`src/design/wsg_pkg.sv`:
```
`timescale 1ns / 1ps
// Types, register codes and shared arithmetic helpers for the wheel slip grouping unit.
// Depends on nothing; every other file of the block but wsg_stream_if imports it.
package wsg_pkg;

    localparam int VAL_W  = 32;
    localparam int ANG_W  = 31;
    localparam int RATE_W = 20;
    localparam int POLE_W = 17;

    localparam logic [RATE_W-1:0] RATE_CAP = 20'd1000000;
    localparam logic [POLE_W-1:0] POLE_ONE = 17'd65536;

    typedef logic signed [VAL_W-1:0] val_t;
    typedef logic [ANG_W-1:0]        ang_t;
    typedef logic [1:0]              wheel_t;

    localparam wheel_t WHEEL_RR = 2'd3;

    localparam logic signed [63:0] VMAX64 = 64'sd2147483647;
    localparam logic signed [63:0] VMIN64 = -64'sd2147483648;
    localparam val_t VAL_MAX = 32'sh7FFFFFFF;
    localparam val_t VAL_MIN = 32'sh80000000;

    typedef enum logic [2:0] {
        REG_ABS_VIRTUAL = 3'd0,
        REG_ABS_WEIGHT  = 3'd1,
        REG_TC_VIRTUAL  = 3'd2,
        REG_TC_WEIGHT   = 3'd3,
        REG_ABS_GROUP   = 3'd4,
        REG_TC_GROUP    = 3'd5,
        REG_SAMPLE_RATE = 3'd6,
        REG_ANGLE_POLE  = 3'd7
    } reg_idx_t;

    typedef enum logic [1:0] {
        GRP_INDIVIDUAL = 2'd0,
        GRP_AXLE       = 2'd1,
        GRP_ALL        = 2'd2,
        GRP_REAR       = 2'd3
    } grp_mode_t;

    typedef enum logic [2:0] {
        ST_IDLE,
        ST_READ,
        ST_MUL,
        ST_ACC,
        ST_WPROD,
        ST_WPREP,
        ST_WWAIT,
        ST_EMIT
    } seq_state_t;

    typedef struct packed {
        wheel_t wheel;
        val_t   wheel_slip;
        val_t   virtual_wheel_slip;
        val_t   wheel_load;
        val_t   wheel_slip_angle;
    } wheel_item_t;

    typedef struct packed {
        wheel_t out_wheel;
        val_t   abs_slip;
        ang_t   abs_angle;
        val_t   abs_rate;
        val_t   tc_slip;
        ang_t   tc_angle;
        val_t   tc_rate;
        logic   final_wheel;
    } result_t;

    typedef struct packed {
        logic [2:0]        index;
        logic [RATE_W-1:0] value;
    } cfg_write_t;

    typedef struct packed {
        logic      virt;
        logic      weight;
        grp_mode_t mode;
    } ctrl_src_t;

    typedef struct packed {
        val_t slip;
        val_t vslip;
        val_t load;
        val_t angle;
    } frame_entry_t;

    typedef struct packed {
        val_t prev;
        val_t filt;
    } wheel_state_t;

    function automatic val_t sat_val(input logic signed [63:0] v);
        val_t r;
        if (v > VMAX64) r = VAL_MAX;
        else if (v < VMIN64) r = VAL_MIN;
        else r = v[VAL_W-1:0];
        return r;
    endfunction

    function automatic ang_t abs_ang(input val_t v);
        val_t n;
        ang_t r;
        n = -v;
        if (v == VAL_MIN) r = '1;
        else if (v < 0) r = n[ANG_W-1:0];
        else r = v[ANG_W-1:0];
        return r;
    endfunction

endpackage

```
`src/design/wsg_frame_mem.sv`:
```
`timescale 1ns / 1ps
// Frame store: the last item of each wheel, one write and one registered read port.
// Depends on wsg_pkg.
module wsg_frame_mem (
    input  logic                  clk,
    input  logic                  wr_en,
    input  wsg_pkg::wheel_t       wr_addr,
    input  wsg_pkg::frame_entry_t wr_data,
    input  logic                  rd_en,
    input  wsg_pkg::wheel_t       rd_addr,
    output wsg_pkg::frame_entry_t rd_data
);
    import wsg_pkg::*;

    frame_entry_t mem [4];
    frame_entry_t rd_data_reg;

    always_ff @(posedge clk)
    begin
        if (wr_en)
        begin
            mem[wr_addr] <= wr_data;
        end
        if (rd_en)
        begin
            rd_data_reg <= mem[rd_addr];
        end
    end

    assign rd_data = rd_data_reg;
endmodule

```
`config.mk`:
```
export PLATFORM = sky130hd
export DESIGN_NAME = wsg_frame_mem
export DESIGN_NICKNAME = d
export VERILOG_FILES = /design/src/design/wsg_pkg.sv /design/src/design/wsg_frame_mem.sv
export SDC_FILE = /design/constraint.sdc
export NUM_CORES = 1
export LEC_CHECK = 0
export ABC_AREA = 1
export BUFFER_PORTS_ARGS = -buffer_cell sky130_fd_sc_hd__buf_2
export CAP_MARGIN = 20
export CORE_MARGIN = 1.5
export CORE_UTILIZATION = 53
export CTS_CLUSTER_SIZE = 30
export DETAILED_ROUTE_END_ITERATION = 7
export PLACE_DENSITY = 0.73
export SYNTH_ARGS = -nofsm -noshare
export SYNTH_HDL_FRONTEND = slang
export SYNTH_SLANG_ARGS = --single-unit
```
`constraint.sdc`:
```
create_clock -name clk -period 18.3 [get_ports clk]
set_input_delay 1.83 -clock clk [delete_from_list [all_inputs] [get_ports clk]]
set_output_delay 1.83 -clock clk [all_outputs]
set_load 0.01 [all_outputs]
```
# After elaboration in Yosys (flattened, before gate mapping)
# Memory sizes are Yosys's and may differ from the RTL's. A register that Yosys moved wholly into a read port is not among the register bits.
# Index checks and enable logic that the tools add are counted.
[totals] out_inout_bits=128 memories=1 register_bits=0 ram_bits=512 in_bits=135 word_cells=3
[memory_table] name="mem" depth=4 width=128 rd=1 rd_ports_with_merged_regs=1 write_ports=1 line="wsg_frame_mem.sv:15" source="frame_entry_t mem [4];"
[op_classes] n_mux=2
[op_table] cell="1-bit two-way mux" n=2

# Depth between registers and ports, before layout
[logic_depth] word_depth=2 depth_mapped=7 mapped_depth_nobuf=4

# Worst setup path before layout
# Ideal clock, no wire load.
[synth_timing] kind="input-to-reg" from="input port wr_addr[1]" to="memory mem[0][0] (netlist bit) (enable)" setup_ns=0.774 stages=1 slack_ns=6.862 n_path_buf=0 t_required_ns=17.526 t_arrival_ns=10.664 cell_sequence="nor3_1"
[synth_lines] item="start: declaration" line="wsg_frame_mem.sv:7" source="input wsg_pkg::wheel_t wr_addr,"
[synth_lines] item="end: declaration" line="wsg_frame_mem.sv:15"
# No word-level cell before the write port.

==> flow_summary.toml <==
[status]
status = "finished, final reports clean"

[clock_tree]
cts.hold.buffers_added = 0
clock_path_buffers = 3
cts_buffers = 66
postCtsSetupRepairBufs = 0
htreeDepth = 3
clkSinkCount = 640
path_clk_slew_ns = 0.06
insertion_delay_ns = 0.59
cts_tree = "yes"
cts-resized-gates = 0
cts-root-buf = "clkbuf_16"

[worst_setup_path]
slowest_stage = "inv_8"
critPathRequiredTime_ns = 18.64
max_stage_delay_ns = 0.67
crit_top_cell = "nand2_1"
crit_type = "input port to register"
crit_chain = "clkbuf_8 > inv_8 > buf_4 > buf_16 > nand2_1 > nand3_1 > nand2_1"
critical_path.startpoint_type = "input port"
cp_max_fo = 153
crit_path_end_kind = "register"
cp.arrival_ns = 4.15

[placement]
io_buffers = 262
dp_hpwl_um = 27300
place_ws_ns = 13.73
place_congestion = 0.765

[timing]
final_max_slew_viol_count = 0
clock.fmax_ghz = 0.262
worstMarginPinSlew_ns = 1.02
final-hold-violation-count = 0
finalCritPeriodShare_pct = 20.8
rsz0062_at_grt = "false"
clock_skew_ns = 0.0125
relSlewSlack_pct = 32.1
setup_viol = 0
tns_ns = 0
post-route-min-period_ns = 3.81
whs_ns = 0.603
setup_ws_ns = 14.49

[pwr]
powerDensity_nw_per_um2 = 111
internal_power_w = 0.00257
ir_drop_v = 0.0000773
power_frac_comb_pct = 6.1
power.share.clock_pct = 41.1
p_leak_nw = 13.1
switching_share_pct = 21.3
p_switching_w = 0.000695
pwr-share-seq_pct = 52.8

[synthesis]
postSynthAreaPerCell_um2 = 11.9
syn-cell-area_um2 = 25500
synth_area_leaders = "edfxtp_1 75%, nand2_1 9.4%, inv_1 7.6%"
synth_cell_type_count = 9
synth_top_area_share_pct = 75.4
synthCells = 2142
synth_top_cell_by_area = "edfxtp_1"
ys_ff_latch = 640
yosys_warnings = 0
synth_nets = 2277
ys_seq_area_share_pct = 75.4

[min_path]
holdCritPathClass = "register to register"

[detailed_routing]
drtIter0Drc = 1267
first_pass_iters = 5
viasPerCell = 4.98
via_count = 15300
final_antenna_net_count = 0
wl_per_cell_um = 17.1
wl_um = 52700
route.detailed.drc = 0

[die]
rows = 80
die_area_um2 = 49400
dieHeight_um = 222
die_w_um = 222
io_pins = 263
start_util_pct = 53.5
coreArea_um2 = 47600

[flow_run]
cap_viol_max_count = 0

[global_routing]
grt_pass1_wl_um = 81000
grt_overflow_total = 0
antenna_found_initial = 13
grt_max_degree = 154
grt_pass1_vias = 15400
grt_usage_pct = 21.4

[layout]
final_net_count = 2536
largest_reg_flops = 512
syn2layout_area_growth_pct = 15.3
drive_gt1_share_pct = 15.5
[logic make-up after synthesis]
family	synth area share, %
AND/OR/NAND/NOR	14.5
flip-flops	75.4
buffers and inverters	10.1
[through the flow]
step                      cells  cell area (um2)  power (W)  utilization, %
after floorplan            2142            25500    0.00188               -
after global placement     2945            27100    0.00194            56.9
after detailed placement   2945            27100    0.00196            56.9
after CTS                  3067            29300    0.00330            61.5
after global routing       3076            29400    0.00338            61.7
final                      3077            29400    0.00327            61.7
[worst paths after layout]
| check | startpoint | to | slack, ns | cells past startpoint |
|---|---|---|---|---|
| max reg2reg | mem[3][123] | rd_data[123] | 17.35 | 4 |
| max | rd_addr[0] | rd_data[26] | 14.49 | 7 |
| min reg2reg | mem[0][85] | rd_data[85] | 0.60 | 4 |
| min | mem[0][85] | rd_data[85] | 0.60 | 4 |
[power by group through the flow]
stage	clock [W]	sequential, W	combinational (W)
floorplan	0	0.00177	0.000106
global placement	0	0.00176	0.000189
detailed placement	0	0.00176	0.000199
CTS	0.00137	0.00173	0.000200
global route	0.00142	0.00173	0.000224
finish	0.00134	0.00173	0.000199
[cells in the final DEF, fill, tap and decap left out, drive strengths merged]
| master | n |
|---|---|
| nand2 | 640 |
| clkinv | 31 |
| inv | 517 |
| clkinvlp | 2 |
| diode | 7 |
| nor3 | 4 |
| clkbuf | 84 |
| bufinv | 6 |
| edfxtp | 640 |
| buf | 275 |
| nand3 | 256 |
[final cells by class]
cell class                 instances  area [um2]
sequential                       640       19200
timing repair buffer             276        1540
inverter                         517        1950
clock buffer                      83        1860
clock inverter                    39         333
tap                              615         769
antenna                            7        17.5
fill                            3526       18200
multi-input combinational        900        3720
[metal layers]
metal / vias up / routed length [um] / global-route usage [%]
li1: 7352 / - / -
met1: 7359 / 21200 / 26.4
met2: 499 / 26600 / 37.4
met3: 109 / 3480 / 4.19
met4: 14 / 1290 / 8.51
met5: - / 89 / 0
[cells in the mapped netlist]
library cell and number:
edfxtp_1 640, nand2_1 640, inv_1 516, nand3_1 256, buf_2 50, buf_6 33, nor3_1 4, buf_4 2
inv_4 1
[critical path, delay by kind of cell]
kind                   cells  cell delay [ns]
and+or+nand+nor            3             0.28
buffers and inverters      4             1.78
Note: power is estimated with default switching activity, not from simulation.
