### config.mk
export PLATFORM = sky130hd
export DESIGN_NAME = wsg_group
export DESIGN_NICKNAME = d
export VERILOG_FILES = /design/src/design/wsg_pkg.sv /design/src/design/wsg_group.sv
export SDC_FILE = /design/constraint.sdc
export NUM_CORES = 2
export LEC_CHECK = 0
export ABC_AREA = 1
export BUFFER_PORTS_ARGS = -buffer_cell sky130_fd_sc_hd__buf_2
export CORE_MARGIN = 2
export CORE_UTILIZATION = 35
export DETAILED_ROUTE_END_ITERATION = 12
export SYNTH_ARGS = -nofsm -noshare
export SYNTH_HDL_FRONTEND = slang
export SYNTH_SLANG_ARGS = --single-unit
### constraint.sdc
create_clock -name vclk -period 15.54
set_input_delay 3.108 -clock vclk [all_inputs]
set_output_delay 3.108 -clock vclk [all_outputs]
set_load 0.01 [all_outputs]
### src/design/wsg_pkg.sv
`timescale 1ns / 1ps
// Types, register codes and shared arithmetic helpers for the wheel slip grouping unit.
// Depends on nothing; every other file of the block but wsg_stream_if imports it.
package wsg_pkg;

    localparam int VAL_W  = 32;
    localparam int ANG_W  = 31;
    localparam int RATE_W = 20;
    localparam int POLE_W = 17;

    localparam logic [RATE_W-1:0] RATE_CAP = 20'd1000000;
    localparam logic [POLE_W-1:0] POLE_ONE = 17'd65536;

    typedef logic signed [VAL_W-1:0] val_t;
    typedef logic [ANG_W-1:0]        ang_t;
    typedef logic [1:0]              wheel_t;

    localparam wheel_t WHEEL_RR = 2'd3;

    localparam logic signed [63:0] VMAX64 = 64'sd2147483647;
    localparam logic signed [63:0] VMIN64 = -64'sd2147483648;
    localparam val_t VAL_MAX = 32'sh7FFFFFFF;
    localparam val_t VAL_MIN = 32'sh80000000;

    typedef enum logic [2:0] {
        REG_ABS_VIRTUAL = 3'd0,
        REG_ABS_WEIGHT  = 3'd1,
        REG_TC_VIRTUAL  = 3'd2,
        REG_TC_WEIGHT   = 3'd3,
        REG_ABS_GROUP   = 3'd4,
        REG_TC_GROUP    = 3'd5,
        REG_SAMPLE_RATE = 3'd6,
        REG_ANGLE_POLE  = 3'd7
    } reg_idx_t;

    typedef enum logic [1:0] {
        GRP_INDIVIDUAL = 2'd0,
        GRP_AXLE       = 2'd1,
        GRP_ALL        = 2'd2,
        GRP_REAR       = 2'd3
    } grp_mode_t;

    typedef enum logic [2:0] {
        ST_IDLE,
        ST_READ,
        ST_MUL,
        ST_ACC,
        ST_WPROD,
        ST_WPREP,
        ST_WWAIT,
        ST_EMIT
    } seq_state_t;

    typedef struct packed {
        wheel_t wheel;
        val_t   wheel_slip;
        val_t   virtual_wheel_slip;
        val_t   wheel_load;
        val_t   wheel_slip_angle;
    } wheel_item_t;

    typedef struct packed {
        wheel_t out_wheel;
        val_t   abs_slip;
        ang_t   abs_angle;
        val_t   abs_rate;
        val_t   tc_slip;
        ang_t   tc_angle;
        val_t   tc_rate;
        logic   final_wheel;
    } result_t;

    typedef struct packed {
        logic [2:0]        index;
        logic [RATE_W-1:0] value;
    } cfg_write_t;

    typedef struct packed {
        logic      virt;
        logic      weight;
        grp_mode_t mode;
    } ctrl_src_t;

    typedef struct packed {
        val_t slip;
        val_t vslip;
        val_t load;
        val_t angle;
    } frame_entry_t;

    typedef struct packed {
        val_t prev;
        val_t filt;
    } wheel_state_t;

    function automatic val_t sat_val(input logic signed [63:0] v);
        val_t r;
        if (v > VMAX64) r = VAL_MAX;
        else if (v < VMIN64) r = VAL_MIN;
        else r = v[VAL_W-1:0];
        return r;
    endfunction

    function automatic ang_t abs_ang(input val_t v);
        val_t n;
        ang_t r;
        n = -v;
        if (v == VAL_MIN) r = '1;
        else if (v < 0) r = n[ANG_W-1:0];
        else r = v[ANG_W-1:0];
        return r;
    endfunction

endpackage

### src/design/wsg_group.sv
`timescale 1ns / 1ps
// Source selection and wheel grouping for one controller, giving one wheel's values.
// Depends on wsg_pkg.
module wsg_group (
    input  logic               is_min,
    input  wsg_pkg::ctrl_src_t ctrl,
    input  wsg_pkg::wheel_t    idx,
    input  wsg_pkg::val_t      raw [4],
    input  wsg_pkg::val_t      vs [4],
    input  wsg_pkg::val_t      wt [4],
    input  wsg_pkg::val_t      rr [4],
    input  wsg_pkg::ang_t      ang [4],
    output wsg_pkg::val_t      slip,
    output wsg_pkg::ang_t      angle,
    output wsg_pkg::val_t      rate
);
    import wsg_pkg::*;

    val_t   s [4];
    val_t   r [4];
    val_t   rf, rb, best;
    ang_t   amax;
    wheel_t kb, pa, pb;

    function automatic val_t pick(input val_t a, input val_t b, input logic mn);
        if (mn) return (b < a) ? b : a;
        return (a < b) ? b : a;
    endfunction

    function automatic logic [32:0] mag(input val_t v);
        logic signed [32:0] e;
        e = {v[VAL_W-1], v};
        return (e < 0) ? -e : e;
    endfunction

    always_comb
    begin
        if (is_min)
        begin
            rf = (raw[0] < raw[1]) ? rr[0] : rr[1];
            rb = (raw[2] < raw[3]) ? rr[2] : rr[3];
        end
        else
        begin
            rf = (raw[0] > raw[1]) ? rr[0] : rr[1];
            rb = (raw[2] > raw[3]) ? rr[2] : rr[3];
        end
        for (int i = 0; i < 4; i++)
        begin
            s[i] = raw[i];
            r[i] = rr[i];
        end
        if (ctrl.virt && ctrl.weight)
        begin
            s[0] = wt[0];
            s[1] = wt[0];
            s[2] = vs[2];
            s[3] = vs[2];
            r[0] = rf;
            r[1] = rf;
            r[2] = rb;
            r[3] = rb;
        end
        else if (ctrl.virt)
        begin
            for (int i = 0; i < 4; i++)
            begin
                s[i] = vs[i];
            end
            r[2] = rb;
            r[3] = rb;
        end
        else if (ctrl.weight)
        begin
            for (int i = 0; i < 4; i++)
            begin
                s[i] = wt[i];
            end
            r[0] = rf;
            r[1] = rf;
            r[2] = rb;
            r[3] = rb;
        end
    end

    always_comb
    begin
        best = pick(pick(pick(s[0], s[1], is_min), s[2], is_min), s[3], is_min);
        amax = ang[0];
        for (int k = 1; k < 4; k++)
        begin
            if (ang[k] > amax) amax = ang[k];
        end
        if (s[0] == best) kb = 2'd0;
        else if (s[1] == best) kb = 2'd1;
        else if (s[2] == best) kb = 2'd2;
        else kb = 2'd3;
        pa = {idx[1], 1'b0};
        pb = {idx[1], 1'b1};

        slip  = pick(s[pa], s[pb], is_min);
        angle = (ang[pa] > ang[pb]) ? ang[pa] : ang[pb];
        rate  = (mag(s[pa]) > mag(s[pb])) ? r[pa] : r[pb];
        case (ctrl.mode)
            GRP_INDIVIDUAL:
            begin
                slip  = s[idx];
                angle = ang[idx];
                rate  = r[idx];
            end
            GRP_ALL:
            begin
                slip  = best;
                angle = amax;
                rate  = r[kb];
            end
            GRP_REAR:
            begin
                if (!idx[1])
                begin
                    slip  = '0;
                    angle = '0;
                    rate  = '0;
                end
            end
            default:
            begin
            end
        endcase
    end
endmodule

### After elaboration in Yosys (flattened, before gate mapping)

Cells that the tools add are included.

* reductions and logical operators: 2
* bitwise gates (word level): 4
* div/mod/pow operators: 0
* equality and inequality tests: 5
* $lt $le $gt $ge: 23
* muxes and demuxes: 76
* shifts and indexed selects: 0
* $mul: 0
* $add $sub $neg: 2

Operators with widths (count)
* two-way mux 32 bit: 39
* two-way mux 128 bit: 5
* binary-select mux 32 bit (select 2 bit): 7
* two-way mux 31 bit: 11
* < comparator 32 bit: 10
* one-hot mux 32 bit (3 select lines): 2
* binary-select mux 31 bit (select 2 bit): 3
* two-way mux 64 bit: 2
* > comparator 31 bit: 4
* equality test 32 bit: 3
* one-hot mux 31 bit (3 select lines): 1
* two-way mux 33 bit: 2
* negator 32 -> 33 bit: 2
* > comparator 32 bit: 2
* < comparator 32 x 1 -> 1 bit, second input constant: 2
* > comparator 33 bit: 1
* greater-or-equal comparator 3 bit, second input constant: 4
* inverter 2 -> 3 bit: 4
* equality test 2 bit, second input constant: 2
* two-way mux 2 bit: 2
* zero test 2 bit: 1
* two-way mux 1 bit: 2
* logical AND 1 bit: 1

* bits of input ports: 643
* ROM bits: 0
* bits in registers: 0
* memories: 0
* word-level logic and storage cells: 112
* latch bits: 0
* bits in writable memories: 0

### Longest topological paths before layout

* word-level depth: 24
* mapped depth: 80
* gate-level depth less buffers: 73

### Worst setup path before layout

OpenSTA, ideal clock, no wires.

* kind: input-to-output
* start point: input ctrl[2] in the netlist's numbering
* end point: output rate[14]
* arrival: 10.230 ns
* cell stages on the path: 65
* path slack: 2.202 ns
* data required time: 12.432 ns
* cell sequence: buf_4 -> inv_2 -> buf_6 -> buf_6 -> a211oi_1 -> a21oi_1 -> o22ai_1 -> inv_1 -> ha_1 -> a21oi_1 -> o21a_1 -> nand2_1 -> a21oi_4 -> nand2_2 -> nand2_4 -> nand3_4 -> buf_6 -> nand2_1 -> (+29 left out) -> nand2_2 -> inv_2 -> buf_4 -> nand2_1 -> nand2_1 -> xor2_1 -> nand2_1 -> nor2_1 -> nand2_1 -> nor2_4 -> nand2_2 -> nand2_2 -> buf_6 -> buf_6 -> nand2_1 -> nand3_1 -> nand3_1 -> a21oi_1

* word-level cells in the longest chain between the ends: 24
* elaborated cells between the ends (all ways): 61
* classes of those cells: 2 x add/sub; 9 x order compare; 3 x eq/ne; 45 x mux; 1 x bitwise; 1 x reduce/logical

RTL lines
* from (decl): line wsg_group.sv:6 `input wsg_pkg::ctrl_src_t ctrl,`
* two-way mux 128 bit: line wsg_group.sv:73 `else if (ctrl.weight)`
* two-way mux 128 bit: line wsg_group.sv:64 `else if (ctrl.virt)`
* two-way mux 128 bit: line wsg_group.sv:53 `if (ctrl.virt && ctrl.weight)`
* < comparator 32 bit: line wsg_group.sv:26 `if (mn) return (b < a) ? b : a;`
* two-way mux 32 bit (2 in a row): line wsg_group.sv:26
* two-way mux 32 bit: line wsg_group.sv:27 `return (a < b) ? b : a;`
* < comparator 32 bit: line wsg_group.sv:26
* two-way mux 32 bit (2 in a row): line wsg_group.sv:26
* (+5 left out)
* equality test 32 bit: line wsg_group.sv:96 `else if (s[2] == best) kb = 2'd2;`
* two-way mux 1 bit: line wsg_group.sv:96
* two-way mux 2 bit: line wsg_group.sv:95 `else if (s[1] == best) kb = 2'd1;`
* two-way mux 2 bit: line wsg_group.sv:94 `if (s[0] == best) kb = 2'd0;`
* inverter 2 -> 3 bit (not written as such): line wsg_group.sv:115 `rate = r[kb];`
* binary-select mux 32 bit (select 2 bit): line wsg_group.sv:115
* two-way mux 32 bit (not written as such) (2 in a row): line wsg_group.sv:115
* one-hot mux 32 bit (3 select lines) (*): line wsg_group.sv:104 `case (ctrl.mode)`
* to (decl): line wsg_group.sv:15 `output wsg_pkg::val_t rate`

Mark *: on every way between the ends. The rest lies on a longest branch, timed or not. The select of a mux whose other input is x is not followed.

### Final worst setup path

* start point: input ctrl[3] in the netlist's numbering
* end point: output rate[18]

* word-level cells in the longest chain between the ends: 23
* elaborated cells between the ends (all ways): 59
* classes of those cells: 2 x add/sub; 9 x order compare; 3 x eq/ne; 43 x mux; 1 x bitwise; 1 x reduce/logical

RTL lines (line)
* two-way mux 128 bit / logical AND 1 bit (equally long branches): wsg_group.sv:64, wsg_group.sv:53
* two-way mux 128 bit: wsg_group.sv:53
* < comparator 32 bit: wsg_group.sv:26
* two-way mux 32 bit (2 in a row): wsg_group.sv:26
* two-way mux 32 bit: wsg_group.sv:27
* < comparator 32 bit: wsg_group.sv:26
* two-way mux 32 bit (2 in a row): wsg_group.sv:26
* two-way mux 32 bit: wsg_group.sv:27
* (+4 left out)
* equality test 32 bit: wsg_group.sv:96
* two-way mux 1 bit: wsg_group.sv:96
* two-way mux 2 bit: wsg_group.sv:95
* two-way mux 2 bit: wsg_group.sv:94
* inverter 2 -> 3 bit (not written as such): wsg_group.sv:115
* binary-select mux 32 bit (select 2 bit): wsg_group.sv:115
* two-way mux 32 bit (not written as such) (2 in a row): wsg_group.sv:115
* one-hot mux 32 bit (3 select lines) (*): wsg_group.sv:104

Marks and branches as above.

==> impl_metrics.yaml <==
placement:
  gp_congestion: 1.05
  dp_slack_ns: -0.0749
  place_inst: 7011
  port_buffers: 738
  dpl.hpwl_microns: 119000
timing:
  worstMarginPinSlew_ns: 1.29
  finalCritPeriodShare: 0.966
  holdWs_ns: 6.68
  period_needed_ns: 15.01
  drv_slew: 0
  hold_viol: 0
  finalSetupViolCount: 0
  max_freq_mhz: 66.6
  setup_ws_ns: 0.532
  relSlewSlack: 0.139
pwr:
  power.leakage_nw: 18.0
  intPower_uw: 876
  p_total_mw: 2.56
  peakVddDrop_mv: 0.0571
  pwr-share-seq: 0
  pwr-share-comb: 1.000
  p_sw_mw: 1.68
  powerDensity_nw_per_um2: 75.4
  p_sw_frac: 0.658
  clock_power_share: 0
routing:
  vias_per_cell: 5.72
  vias: 40300
  wl_per_cell_microns: 21.1
  first_iter_violations: 3917
  wl_met3_microns: 11700
  firstDrtPassIters: 6
  detail-route-antenna-nets: 0
  wl_met2_microns: 68000
  drt-met1-wl_microns: 62500
  drcViolationCount: 0
  topRoutingLayerUsed: "met5"
  wl_microns: 149000
setup_path:
  worstPathMaxFanout: 23
  start_kind: "input pin"
  max_stage_delay_ns: 0.32
  arrival_ns: 11.90
  crit_top_cell: "nand2_1"
  critPathSlowestCell: "ha_1"
  end_kind: "output pin"
  required_ns: 12.43
  path_class: "input pin to output pin"
flow_run:
  cap_viol_max_count: 0
cells_and_area:
  instances_no_fill: 7049
  syn2layout_area_growth_pct: 19.9
  design.seq.count: 0
  drive_above_1_share: 0.185
  finish.utilization: 0.423
  fill_cells: 9000
  num-nets-final: 6971
  clock_buffers: 0
  register_area_sq_um: 0
floorplanning:
  die_y_microns: 288
  ioPinCount: 738
  core_sq_um: 80300
  start_util: 0.353
  rows: 104
  die-area_sq_um: 83200
  fp.dieW_microns: 288
synth:
  syn_area_per_cell_sq_um: 5.24
  synth.area.top_cells: "nand2_1 (23%), ha_1 (15%), o21ai_0 (9.7%), nand3_1 (7.7%), a21oi_1 (6.9%)"
  synth_nets: 6393
  ys_types: 59
  syn_inst: 5400
  syn-cell-area_sq_um: 28300
  synth_area_leader_cell: "nand2_1"
  ys_seq_area_frac: 0
  synth_top_area_share: 0.234
  ys_warn_count: 0
status:
  status: "finished, final reports clean"
grt:
  grt_pass1_vias: 36100
  antenna_found_initial: 20
  overflow: 0
  grt_max_degree: 103
  grt_pass1_wl_microns: 216000
  grt.total_usage: 0.332
clocking:
  cts_hold_buf: 0
min_path:
  hp-class: "input pin to output pin"
cell type report:
class | instances | area, sq um | share of cell area
multi-input cells | 4538 | 25200 | 0.742
repair buffers | 901 | 5370 | 0.158
inverters | 537 | 2040 | 0.0602
well taps | 1060 | 1330 | 0.0391
diodes | 13 | 32.5 | 0.000958
metrics by stage:
step,instance area (sq um),setup TNS (ns)
after floorplan,28300,0
final,33900,0
after detailed placement,33100,-0.334
after global routing,33900,-1.57
after CTS,33100,0
after global placement,33100,0
path summary, 6_finish.rpt:
path | start | cells past startpoint | slack [ns] | endpoint
worst max-delay path | ctrl[3] | 64 | 0.53 | rate[18]
worst min-delay path | ang[27] | 4 | 6.68 | angle[27]
routing by layer:
metal | global-route usage | up-vias
met2 | 0.554 | 2035
met3 | 0.0333 | 351
met4 | 0.123 | 8
met1 | 0.439 | 18400
li1 | - | 19500
met5 | 0 | -
power by group through the flow:
stage / clock network, mW / registers [mW] / logic, mW
3_5_place_dp: 0 / 0 / 2.40
5_1_grt: 0.000000112 / 0 / 2.84
3_3_place_gp: 0 / 0 / 2.38
4_1_cts: 0 / 0 / 2.41
6_report: 0.000000112 / 0 / 2.56
2_1_floorplan: 0 / 0 / 1.65
cell usage after synthesis, types with 22 or more instances:
| master | number |
|---|---|
| o221ai_1 | 37 |
| clkbuf_1 | 205 |
| nor2_1 | 265 |
| o21ai_0 | 548 |
| nor3_1 | 22 |
| o211ai_1 | 165 |
| a211oi_1 | 64 |
| ha_1 | 350 |
| o21ai_1 | 54 |
| o21a_1 | 58 |
| buf_2 | 46 |
| nand2_2 | 31 |
| a21oi_1 | 390 |
| xor2_1 | 65 |
| buf_6 | 28 |
| a221oi_1 | 25 |
| inv_1 | 519 |
| nand4_1 | 84 |
| buf_1 | 34 |
| nand3_1 | 438 |
| nand2_1 | 1765 |
| or2_2 | 39 |
what timing repair did:
item / in CTS / in global routing
pin swaps: 1 / 14
buffers inserted: 1 / 14
endpoints found under the setup margin: 15 / 32
cloned: 0 / 10
gates resized for setup: 2 / 103
logic make-up after synthesis:
group	share of synthesized area
buf+inv	0.126
other cells	0.000265
simple gates	0.404
xor+xnor	0.0216
fa+ha+maj	0.155
compound gates	0.290
mux	0.00318
placed cells by master, fill, tap and decap left out, types with 22 or more instances in the layout:
| master | Yosys | final |
|---|---|---|
| ha_1 | 350 | 349 |
| nand2_1 | 1765 | 1754 |
| nand3_1 | 438 | 436 |
| o211ai_1 | 165 | 165 |
| a21oi_1 | 390 | 388 |
| o21ai_1 | 54 | 55 |
| xor2_1 | 65 | 65 |
| or2_2 | 39 | 39 |
| a211oi_1 | 64 | 64 |
| inv_1 | 519 | 513 |
| o21ai_0 | 548 | 546 |
| nor3_1 | 22 | 22 |
| o221ai_1 | 37 | 37 |
| nand2_2 | 31 | 39 |
| buf_2 | 46 | 734 |
| nand4_1 | 84 | 84 |
| nor2_1 | 265 | 248 |
| buf_4 | 14 | 126 |
| o21a_1 | 58 | 58 |
critical path, delay by kind of cell:
family	cells	cell delay [ns]
buf+inv	14	1.94
compound gates	5	0.96
fa+ha+maj	3	0.88
simple gates	42	4.97
Power figures use the tool's default switching activity.
