===== src/design/wsg_pkg.sv =====
`timescale 1ns / 1ps
// Types, register codes and shared arithmetic helpers for the wheel slip grouping unit.
// Depends on nothing; every other file of the block but wsg_stream_if imports it.
package wsg_pkg;

    localparam int VAL_W  = 32;
    localparam int ANG_W  = 31;
    localparam int RATE_W = 20;
    localparam int POLE_W = 17;

    localparam logic [RATE_W-1:0] RATE_CAP = 20'd1000000;
    localparam logic [POLE_W-1:0] POLE_ONE = 17'd65536;

    typedef logic signed [VAL_W-1:0] val_t;
    typedef logic [ANG_W-1:0]        ang_t;
    typedef logic [1:0]              wheel_t;

    localparam wheel_t WHEEL_RR = 2'd3;

    localparam logic signed [63:0] VMAX64 = 64'sd2147483647;
    localparam logic signed [63:0] VMIN64 = -64'sd2147483648;
    localparam val_t VAL_MAX = 32'sh7FFFFFFF;
    localparam val_t VAL_MIN = 32'sh80000000;

    typedef enum logic [2:0] {
        REG_ABS_VIRTUAL = 3'd0,
        REG_ABS_WEIGHT  = 3'd1,
        REG_TC_VIRTUAL  = 3'd2,
        REG_TC_WEIGHT   = 3'd3,
        REG_ABS_GROUP   = 3'd4,
        REG_TC_GROUP    = 3'd5,
        REG_SAMPLE_RATE = 3'd6,
        REG_ANGLE_POLE  = 3'd7
    } reg_idx_t;

    typedef enum logic [1:0] {
        GRP_INDIVIDUAL = 2'd0,
        GRP_AXLE       = 2'd1,
        GRP_ALL        = 2'd2,
        GRP_REAR       = 2'd3
    } grp_mode_t;

    typedef enum logic [2:0] {
        ST_IDLE,
        ST_READ,
        ST_MUL,
        ST_ACC,
        ST_WPROD,
        ST_WPREP,
        ST_WWAIT,
        ST_EMIT
    } seq_state_t;

    typedef struct packed {
        wheel_t wheel;
        val_t   wheel_slip;
        val_t   virtual_wheel_slip;
        val_t   wheel_load;
        val_t   wheel_slip_angle;
    } wheel_item_t;

    typedef struct packed {
        wheel_t out_wheel;
        val_t   abs_slip;
        ang_t   abs_angle;
        val_t   abs_rate;
        val_t   tc_slip;
        ang_t   tc_angle;
        val_t   tc_rate;
        logic   final_wheel;
    } result_t;

    typedef struct packed {
        logic [2:0]        index;
        logic [RATE_W-1:0] value;
    } cfg_write_t;

    typedef struct packed {
        logic      virt;
        logic      weight;
        grp_mode_t mode;
    } ctrl_src_t;

    typedef struct packed {
        val_t slip;
        val_t vslip;
        val_t load;
        val_t angle;
    } frame_entry_t;

    typedef struct packed {
        val_t prev;
        val_t filt;
    } wheel_state_t;

    function automatic val_t sat_val(input logic signed [63:0] v);
        val_t r;
        if (v > VMAX64) r = VAL_MAX;
        else if (v < VMIN64) r = VAL_MIN;
        else r = v[VAL_W-1:0];
        return r;
    endfunction

    function automatic ang_t abs_ang(input val_t v);
        val_t n;
        ang_t r;
        n = -v;
        if (v == VAL_MIN) r = '1;
        else if (v < 0) r = n[ANG_W-1:0];
        else r = v[ANG_W-1:0];
        return r;
    endfunction

endpackage


===== src/design/wsg_state_mem.sv =====
`timescale 1ns / 1ps
// Per-wheel previous slip and angle filter state, cleared by valid bits at reset.
// Depends on wsg_pkg.
module wsg_state_mem (
    input  logic                  clk,
    input  logic                  rst_n,
    input  logic                  wr_en,
    input  wsg_pkg::wheel_t       wr_addr,
    input  wsg_pkg::wheel_state_t wr_data,
    input  logic                  rd_en,
    input  wsg_pkg::wheel_t       rd_addr,
    output wsg_pkg::wheel_state_t rd_data
);
    import wsg_pkg::*;

    wheel_state_t mem [4];
    wheel_state_t rd_raw_reg;
    logic [3:0]   valid_reg;
    logic         rd_valid_reg;

    always_ff @(posedge clk or negedge rst_n)
    begin
        if (!rst_n)
        begin
            valid_reg    <= '0;
            rd_valid_reg <= 1'b0;
        end
        else
        begin
            if (wr_en)
            begin
                valid_reg[wr_addr] <= 1'b1;
            end
            if (rd_en)
            begin
                rd_valid_reg <= valid_reg[rd_addr];
            end
        end
    end

    always_ff @(posedge clk)
    begin
        if (wr_en)
        begin
            mem[wr_addr] <= wr_data;
        end
        if (rd_en)
        begin
            rd_raw_reg <= mem[rd_addr];
        end
    end

    assign rd_data = rd_valid_reg ? rd_raw_reg : '0;
endmodule


===== config.mk =====
export PLATFORM = sky130hd
export DESIGN_NAME = wsg_state_mem
export DESIGN_NICKNAME = d
export VERILOG_FILES = /design/src/design/wsg_pkg.sv /design/src/design/wsg_state_mem.sv
export SDC_FILE = /design/constraint.sdc
export NUM_CORES = 1
export LEC_CHECK = 0
export BUFFER_PORTS_ARGS = -buffer_cell sky130_fd_sc_hd__buf_4
export CAP_MARGIN = 0
export CELL_PAD_IN_SITES_DETAIL_PLACEMENT = 0
export CELL_PAD_IN_SITES_GLOBAL_PLACEMENT = 1
export CORE_MARGIN = 5
export CORE_UTILIZATION = 40
export CTS_CLUSTER_SIZE = 14
export DETAILED_ROUTE_END_ITERATION = 7
export GPL_ROUTABILITY_DRIVEN = 0
export PLACE_DENSITY = 0.64
export SETUP_SLACK_MARGIN = 0.5
export SLEW_MARGIN = 5
export SYNTH_ARGS = -nofsm -noshare
export SYNTH_HDL_FRONTEND = slang
export SYNTH_SLANG_ARGS = --single-unit

===== constraint.sdc =====
create_clock -name clk -period 1.6 [get_ports clk]
set_clock_uncertainty 0.05 [all_clocks]
set_input_delay 0.08 -clock clk [delete_from_list [all_inputs] [get_ports clk]]
set_output_delay 0.08 -clock clk [all_outputs]
set_load 0.02 [all_outputs]

# Word level (Yosys, flattened, before mapping)
# Memory sizes are Yosys's and may differ from the RTL's. A register that Yosys moved wholly into a read port is not among the register bits.
# Index checks and enable logic that the tools add are counted.
# Widths: inputs -> output; s select.
[totals] input_bits=72 romBits=0 word_cells=15 out_inout_bits=64 ramBits=256 mem_count=1 ff_bits=5 latchBits=0
[op_classes] shifts=0 add_sub_neg=0 n_mux=7 n_div=0 bitwise_logic=1 n_mul=0 eq_ne=0 reduce_logical=1 order_cmp=3
[memory_table] memory="mem" words=4 width=64 read_ports=1 rd_clocked_by_memory_dff=1 wr=1 line_no="wsg_state_mem.sv:16" rtl="wheel_state_t mem [4];"
[ops] operator="$mux 64" count=1
[ops] operator="$lt 2x3->1 const B" count=2
[ops] operator="$mux 1" count=4
[ops] operator="$or 4x4->4" count=1
[ops] operator="$bmux 1 s2" count=1
[ops] operator="$demux 1 s2" count=1
[ops] operator="$ge 2x1->1 const B" count=1
[ops] operator="$logic_and 1x1->1" count=1

# Longest topological paths before layout
# Gate-level depths: netlist of the first run.
[depth] depth_word=5 mapped_depth=4 depth_no_buf=3

# Worst setup path before layout of the first run
# No wires, ideal clock.
[synth_timing] kind="input to register" start="input wr_addr[0]" end="register valid_reg[0]" setup_ns=0.094 required_time_ns=1.456 path_buffers=0 path_slack_ns=-3.884 arrival_time_ns=5.340 cell_stages=2 cell_sequence="nor3b_1 > or2_2"
[synth_via] elab_chain_cells=5 elab_cells_between_ends=6 cone_classes="order compare: 2; mux: 2; bitwise: 1; reduce/logical: 1"
[synth_rtl] element="start, declared" line_no="wsg_state_mem.sv:8" rtl="input wsg_pkg::wheel_t wr_addr,"
[synth_rtl] element="$lt 2x3->1 (not written as such) or $ge 2x1->1 (tied branches)" line_no="wsg_state_mem.sv:32" rtl="valid_reg[wr_addr] <= 1'b1;"
[synth_rtl] element="$logic_and 1x1->1 (not written as such)" line_no="wsg_state_mem.sv:32"
[synth_rtl] element="$mux 1 (not written as such)" line_no="wsg_state_mem.sv:32"
[synth_rtl] element="$demux 1 s2 *" line_no="wsg_state_mem.sv:32"
[synth_rtl] element="$or 4x4->4 (no source line) *"
[synth_rtl] element="end signal, assigned" line_no="wsg_state_mem.sv:25" rtl="valid_reg <= '0;"
[synth_rtl] element="end signal, assigned by index" line_no="wsg_state_mem.sv:32"
[synth_rtl] element="end, declared" line_no="wsg_state_mem.sv:18" rtl="logic [3:0] valid_reg;"
# Mark *: on every way between the ends. The rest lies on a longest branch, timed or not.
# A chain may end at the register's enable or synchronous reset.

==> results of run 1 <==
-- cells in the mapped netlist --
library cell and n:
buf_6 5, nor2_1 1, nor3b_1 1, o311ai_0 1, mux2i_1 1, mux2_2 1
inv_1 1, and3b_1 1, nand2_1 2, edfxtp_1 320, and3_1 1, and2_1 64
dfrtp_1 5, or2_2 4, buf_4 2, clkbuf_1 9, buf_2 5, nand3_1 1
mux4_2 64
-- routing by layer --
layer | vias up | GRT usage (%) | part of all wire (%)
met1 | 2943 | 17.9 | 41
li1 | 2506 | - | -
met4 | 2 | 3.60 | 1.7
met5 | - | 0 | 0.052
met3 | 36 | 3.08 | 5.5
met2 | 153 | 24.5 | 52
-- through the flow --
| step | power (mW) | util, % | cells |
|---|---|---|---|
| floorplan | 10.9 | - | 489 |
| global placement | 11.7 | 46.8 | 1008 |
| global route | 20.4 | 54.9 | 1143 |
| CTS | 19.5 | 52.8 | 1135 |
| finish | 19.7 | 54.9 | 1143 |
| detailed placement | 11.7 | 46.8 | 1008 |
-- placed cells by master, fill, tap and decap left out, types with 2 or more instances in the layout --
cell type      count
buf_6             64
or2_2              4
clkinv_1          10
mux4_2            64
and2_4            64
buf_4             78
bufinv_16          2
dfrtp_1            4
edfxtp_1         320
dlygate4sd3_1     66
clkbuf_16         41
buf_12            18
clkbuf_1           7
clkinv_2           5
-- kinds of logic after synthesis --
kind of cell	share of synthesized area, %
flops	82.5
simple gates	3.93
mux	12.4
buf+inv	1.13
compound gates	0.0742
-- power by group --
part | total, mW | switching (mW) | leakage, nW | internal [mW]
Clock | 7.53 | 3.02 | 0.528 | 4.51
Combinational | 2.15 | 0.983 | 2.00 | 1.17
Sequential | 9.99 | 0.112 | 3.02 | 9.88
-- cell type report --
class / instances / area [um2]
clock buffer: 44 / 952
sequential: 325 / 9740
tap: 384 / 480
multi-input combinational: 142 / 2150
inverter: 1 / 3.75
fill: 2224 / 13100
clock inverter: 17 / 123
timing repair buffer: 230 / 2430
-- repair_timing --
item	4_1_cts	5_1_grt
gates cloned	0	7
gates resized for setup	0	137
setup buffers	0	1
endpoints found under the setup margin	128	129
endpoints found under the hold margin	276	15
-- final timing paths --
| check | from | to | depth (start not counted) |
|---|---|---|---|
| hold / removal | rd_en | rd_raw_reg[51] | 1 |
| max in group asynchronous | rst_n | rd_valid_reg | 3 |
| min in group asynchronous | rst_n | valid_reg[0] | 3 |
| hold reg to reg | valid_reg[1] | valid_reg[1] | 1 |
| setup / recovery | rd_valid_reg | rd_data[3] | 4 |
| setup reg to reg | mem[3][15] | rd_raw_reg[15] | 1 |
==> results.sh, run 1 <==
export IMPL_final_area_um2=15900
export IMPL_route_detailed_drc=0
export IMPL_worst_pin_slew_ns=0.425
export IMPL_die_h_um=182
export IMPL_drt_vias_per_instance=4.93
export IMPL_hold_class="in2reg"
export IMPL_clock_latency_ns=0.49
export IMPL_worst_slack_ns=-0.0607
export IMPL_fin_crit_sh_pct=104
export IMPL_ir_drop_v=0.000665
export IMPL_finalSetupViolations=64
export IMPL_yosys_area_top_type_share_pct=81.4
export IMPL_io_pins=136
export IMPL_wl_per_cell_um=21.8
export IMPL_cp_start_kind="register"
export IMPL_dieArea_um2=33000
export IMPL_seq_area_frac_synth_pct=82.5
export IMPL_relSlewSlack_pct=71.6
export IMPL_ctsRootBufferMaster="clkbuf_16"
export IMPL_fp_row_count=62
export IMPL_syn_area_um2=11800
export IMPL_yosysUniqueCellTypes=19
export IMPL_vias=5640
export IMPL_violations="negative hold slack, negative setup slack"
export IMPL_hpwl_um=13300
export IMPL_final_hold_violation_count=15
export IMPL_initial_core_util_pct=40.8
export IMPL_antenna_found_initial=1
export IMPL_yosysWarnings=0
export IMPL_grt_pass1_wl_um=35700
export IMPL_worstSetupPathType="reg2out"
export IMPL_synth_seq_cells=325
export IMPL_hold_buffers=66
export IMPL_wl_um=25000
export IMPL_largest_register_ffs=256
export IMPL_path_cells="buf_12 > clkbuf_16 > and2_4 > buf_6"
export IMPL_drive_above_1_share_pct=46.0
export IMPL_synth_top_cell_by_area="edfxtp_1"
export IMPL_syn_avg_cell_area_um2=24.1
export IMPL_yosys_top_cells_area="edfxtp_1 (81%), mux4_2 (12%), and2_1 (3.4%)"
export IMPL_dieWidth_um=182
export IMPL_area_growth_pct=34.5
export IMPL_clock_sinks=325
export IMPL_required_ns=1.47
export IMPL_clk_path_buf_depth=3
export IMPL_numCtsBuffers=35
export IMPL_drt_iter0_drc=370
export IMPL_arrival_ns=1.53
export IMPL_clk_pin_slew_ns=0.06
export IMPL_grt_pass1_vias=6298
export IMPL_drtPass1Iterations=4
export IMPL_ant_nets=0
export IMPL_grt_remaining_overflow=0
export IMPL_synthCells=489
export IMPL_outcome="complete, but fails checks"
export IMPL_coreArea_um2=28900
export IMPL_pwr_density_cell_nw_per_um2=1240
export IMPL_setup_tns_ns=-2.11
export IMPL_fin_crit_ns=1.66
export IMPL_r2r_setup_slack_ns=0.44
export IMPL_cp_slowest_stage_delay_ns=0.41
export IMPL_nNetsFinal=807
export IMPL_cts_tree="yes"
export IMPL_grt_use_total_pct=14.0
export IMPL_rsz0062_at_grt="true"
export IMPL_slew_viol_final=0
export IMPL_io_buffers=135
export IMPL_grt_max_degree=66
export IMPL_fmax_mhz=602
export IMPL_placed_area_um2=13500
export IMPL_hold_ws_ns=-0.0327
export IMPL_critical_path_buf_inv_count=3
export IMPL_preCtsSetupSlack_ns=0.207
export IMPL_p_leak_nw=5.55
export IMPL_max_cap_violations=0
export IMPL_crit_family="buffers and inverters"
export IMPL_diodes=0
export IMPL_cp_max_fo=8
export IMPL_end_kind="output pin"
export IMPL_synthesis_nets=561
export IMPL_htreeDepth=2
export IMPL_crit_path_top_delay_cell="dfrtp_2"
Power figures use the tool's default switching activity.
==> run 2: changes to the inputs <==
REMOVE_ABC_BUFFERS = 1   (was not set)
==> results.sh, run 2 (same netlist as run 1, synthesis figures left out) <==
export IMPL_io_pins=136
export IMPL_route_detailed_drc=0
export IMPL_required_ns=1.47
export IMPL_ctsRootBufferMaster="clkbuf_16"
export IMPL_layout_commonest_cell="edfxtp_1"
export IMPL_initial_core_util_pct=40.8
export IMPL_finalSetupViolations=61
export IMPL_cp_max_fo=7
export IMPL_rsz0062_at_grt="true"
export IMPL_final_hold_violation_count=0
export IMPL_die_h_um=182
export IMPL_clock_sinks=325
export IMPL_rr_worst_depth=1
export IMPL_worst_pin_slew_ns=0.366
export IMPL_dieWidth_um=182
export IMPL_ant_nets=0
export IMPL_placedCellCount=1008
export IMPL_drtPass1Iterations=5
export IMPL_slew_viol_final=0
export IMPL_max_cap_violations=0
export IMPL_numCtsBuffers=35
export IMPL_power_mw=19.3
export IMPL_drt_vias_per_instance=4.90
export IMPL_met2_length_um=11800
export IMPL_cp_slowest_stage_delay_ns=0.41
export IMPL_coreArea_um2=28900
export IMPL_fp_row_count=62
export IMPL_grt_pass1_vias=6141
export IMPL_grt_remaining_overflow=0
export IMPL_crit_path_top_delay_cell="dfrtp_2"
export IMPL_wl_um=23800
export IMPL_worstSetupPathType="reg2out"
export IMPL_cts_tree="yes"
export IMPL_seqPwrFrac_pct=51.7
export IMPL_violations="negative setup slack"
export IMPL_pwr_density_cell_nw_per_um2=1240
export IMPL_clk_pin_slew_ns=0.06
export IMPL_clk_path_buf_depth=3
export IMPL_io_buffers=135
export IMPL_vias=5613
export IMPL_worst_slack_ns=-0.0697
export IMPL_critPathMostFrequentCell="buf_6"
export IMPL_fin_crit_ns=1.67
export IMPL_clock_latency_ns=0.50
export IMPL_hpwl_um=13900
export IMPL_drive_above_1_share_pct=40.7
export IMPL_ir_drop_v=0.000861
export IMPL_p_leak_nw=5.41
export IMPL_relSlewSlack_pct=75.6
export IMPL_nNetsFinal=807
export IMPL_outcome="complete, but fails checks"
export IMPL_instances_no_fill=1146
export IMPL_p_int_mw=15.2
export IMPL_grt_pass1_wl_um=35900
export IMPL_final_cell_mix="edfxtp_1 (320), buf_4 (114), dlygate4sd3_1 (67)"
export IMPL_drt_iter0_drc=322
export IMPL_area_growth_pct=31.9
export IMPL_path_cells="buf_12 > buf_6 > buf_6 > and2_4 > buf_6"
export IMPL_hold_depth=2
export IMPL_m1WireLength_um=10100
export IMPL_route_top_layer_used="met5"
export IMPL_wl_per_cell_um=20.8
export IMPL_combPwrFrac_pct=9.9
export IMPL_wl_met3_um=1620
export IMPL_fin_crit_sh_pct=104
export IMPL_hold_class="in2reg"
export IMPL_end_kind="output pin"
export IMPL_htreeDepth=2
export IMPL_fmax_mhz=599
export IMPL_switching_share_pct=21.0
export IMPL_largest_register_ffs=256
export IMPL_power_switching_mw=4.05
export IMPL_hold_ws_ns=0.0426
export IMPL_dieArea_um2=33000
export IMPL_cp_start_kind="register"
export IMPL_clkPwrFrac_pct=38.4
export IMPL_grt_max_degree=54
export IMPL_arrival_ns=1.54
export IMPL_grt_use_total_pct=14.0
export IMPL_antenna_found_initial=1
==> run 2: cell count changes in the layout (fill, tap and decap cells not counted), sizes merged <==
cell         change
diode            +1
dlygate4sd3      +1
inv              +1
clkinv           -3
buf              +1
clkbuf           +3
bufinv           -1
==> run 2: worst max-delay path: cells and delay by family (launching register included) <==
kind	cells	cell delay (ns)
DFF	1	0.41
and+or+nand+nor	1	0.14
buffers and inverters	4	0.49
==> run 2: power groups by stage <==
stage	registers, mW	logic, mW	clock network (mW)
2_1_floorplan	10.2	0.679	0
5_1_grt	10.0	2.05	7.97
3_3_place_gp	10.1	1.56	0
3_5_place_dp	10.2	1.59	0
4_1_cts	9.99	1.78	7.61
6_report	9.98	1.91	7.41
==> run 2: worst paths after layout <==
check	from	endpoint	slack, ns
max in group asynchronous	rst_n	rd_valid_reg	0.79
setup reg to reg	mem[3][6]	rd_raw_reg[6]	0.43
setup / recovery	rd_valid_reg	rd_data[32]	-0.07
hold reg to reg	valid_reg[2]	valid_reg[2]	0.43
hold / removal	rd_addr[0]	rd_raw_reg[34]	0.04
min in group asynchronous	rst_n	valid_reg[0]	0.49
==> run 2: metal layers <==
layer  vias up  GRT usage (%)
met2       174           23.4
met5         -              0
li1       2505              -
met3        32           3.10
met1      2900           19.0
met4         2           3.12
==> run 2: cell type report <==
class | instances | area [um2]
Fill cell | 2236 | 13400
Sequential cell | 325 | 9740
Timing Repair Buffer | 230 | 2250
Multi-Input combinational cell | 142 | 2030
Clock buffer | 49 | 960
Tap cell | 384 | 480
Clock inverter | 14 | 105
Inverter | 1 | 3.75
Antenna cell | 1 | 2.50
==> run 2: what timing repair did <==
| item | 4_1_cts | 5_1_grt |
|---|---|---|
| resized for setup | 10 | 50 |
| hold endpoints to repair | 270 | 0 |
| cloned | 0 | 3 |
| setup endpoints to repair | 128 | 129 |
| hold buffers | 67 | 0 |
| setup buffers | 3 | 1 |
==> run 2: metrics by stage <==
stage          worst slack, ns  setup TNS, ns  area [um2]  util [%]
5_1_grt                 -0.113          -5.01       15600      53.8
3_3_place_gp             0.219              0       13500      46.8
3_5_place_dp             0.209              0       13500      46.8
4_1_cts                -0.0875          -2.54       15300      53.0
6_report               -0.0697          -1.98       15600      53.8
2_1_floorplan            -3.88        -437.51       11700         -
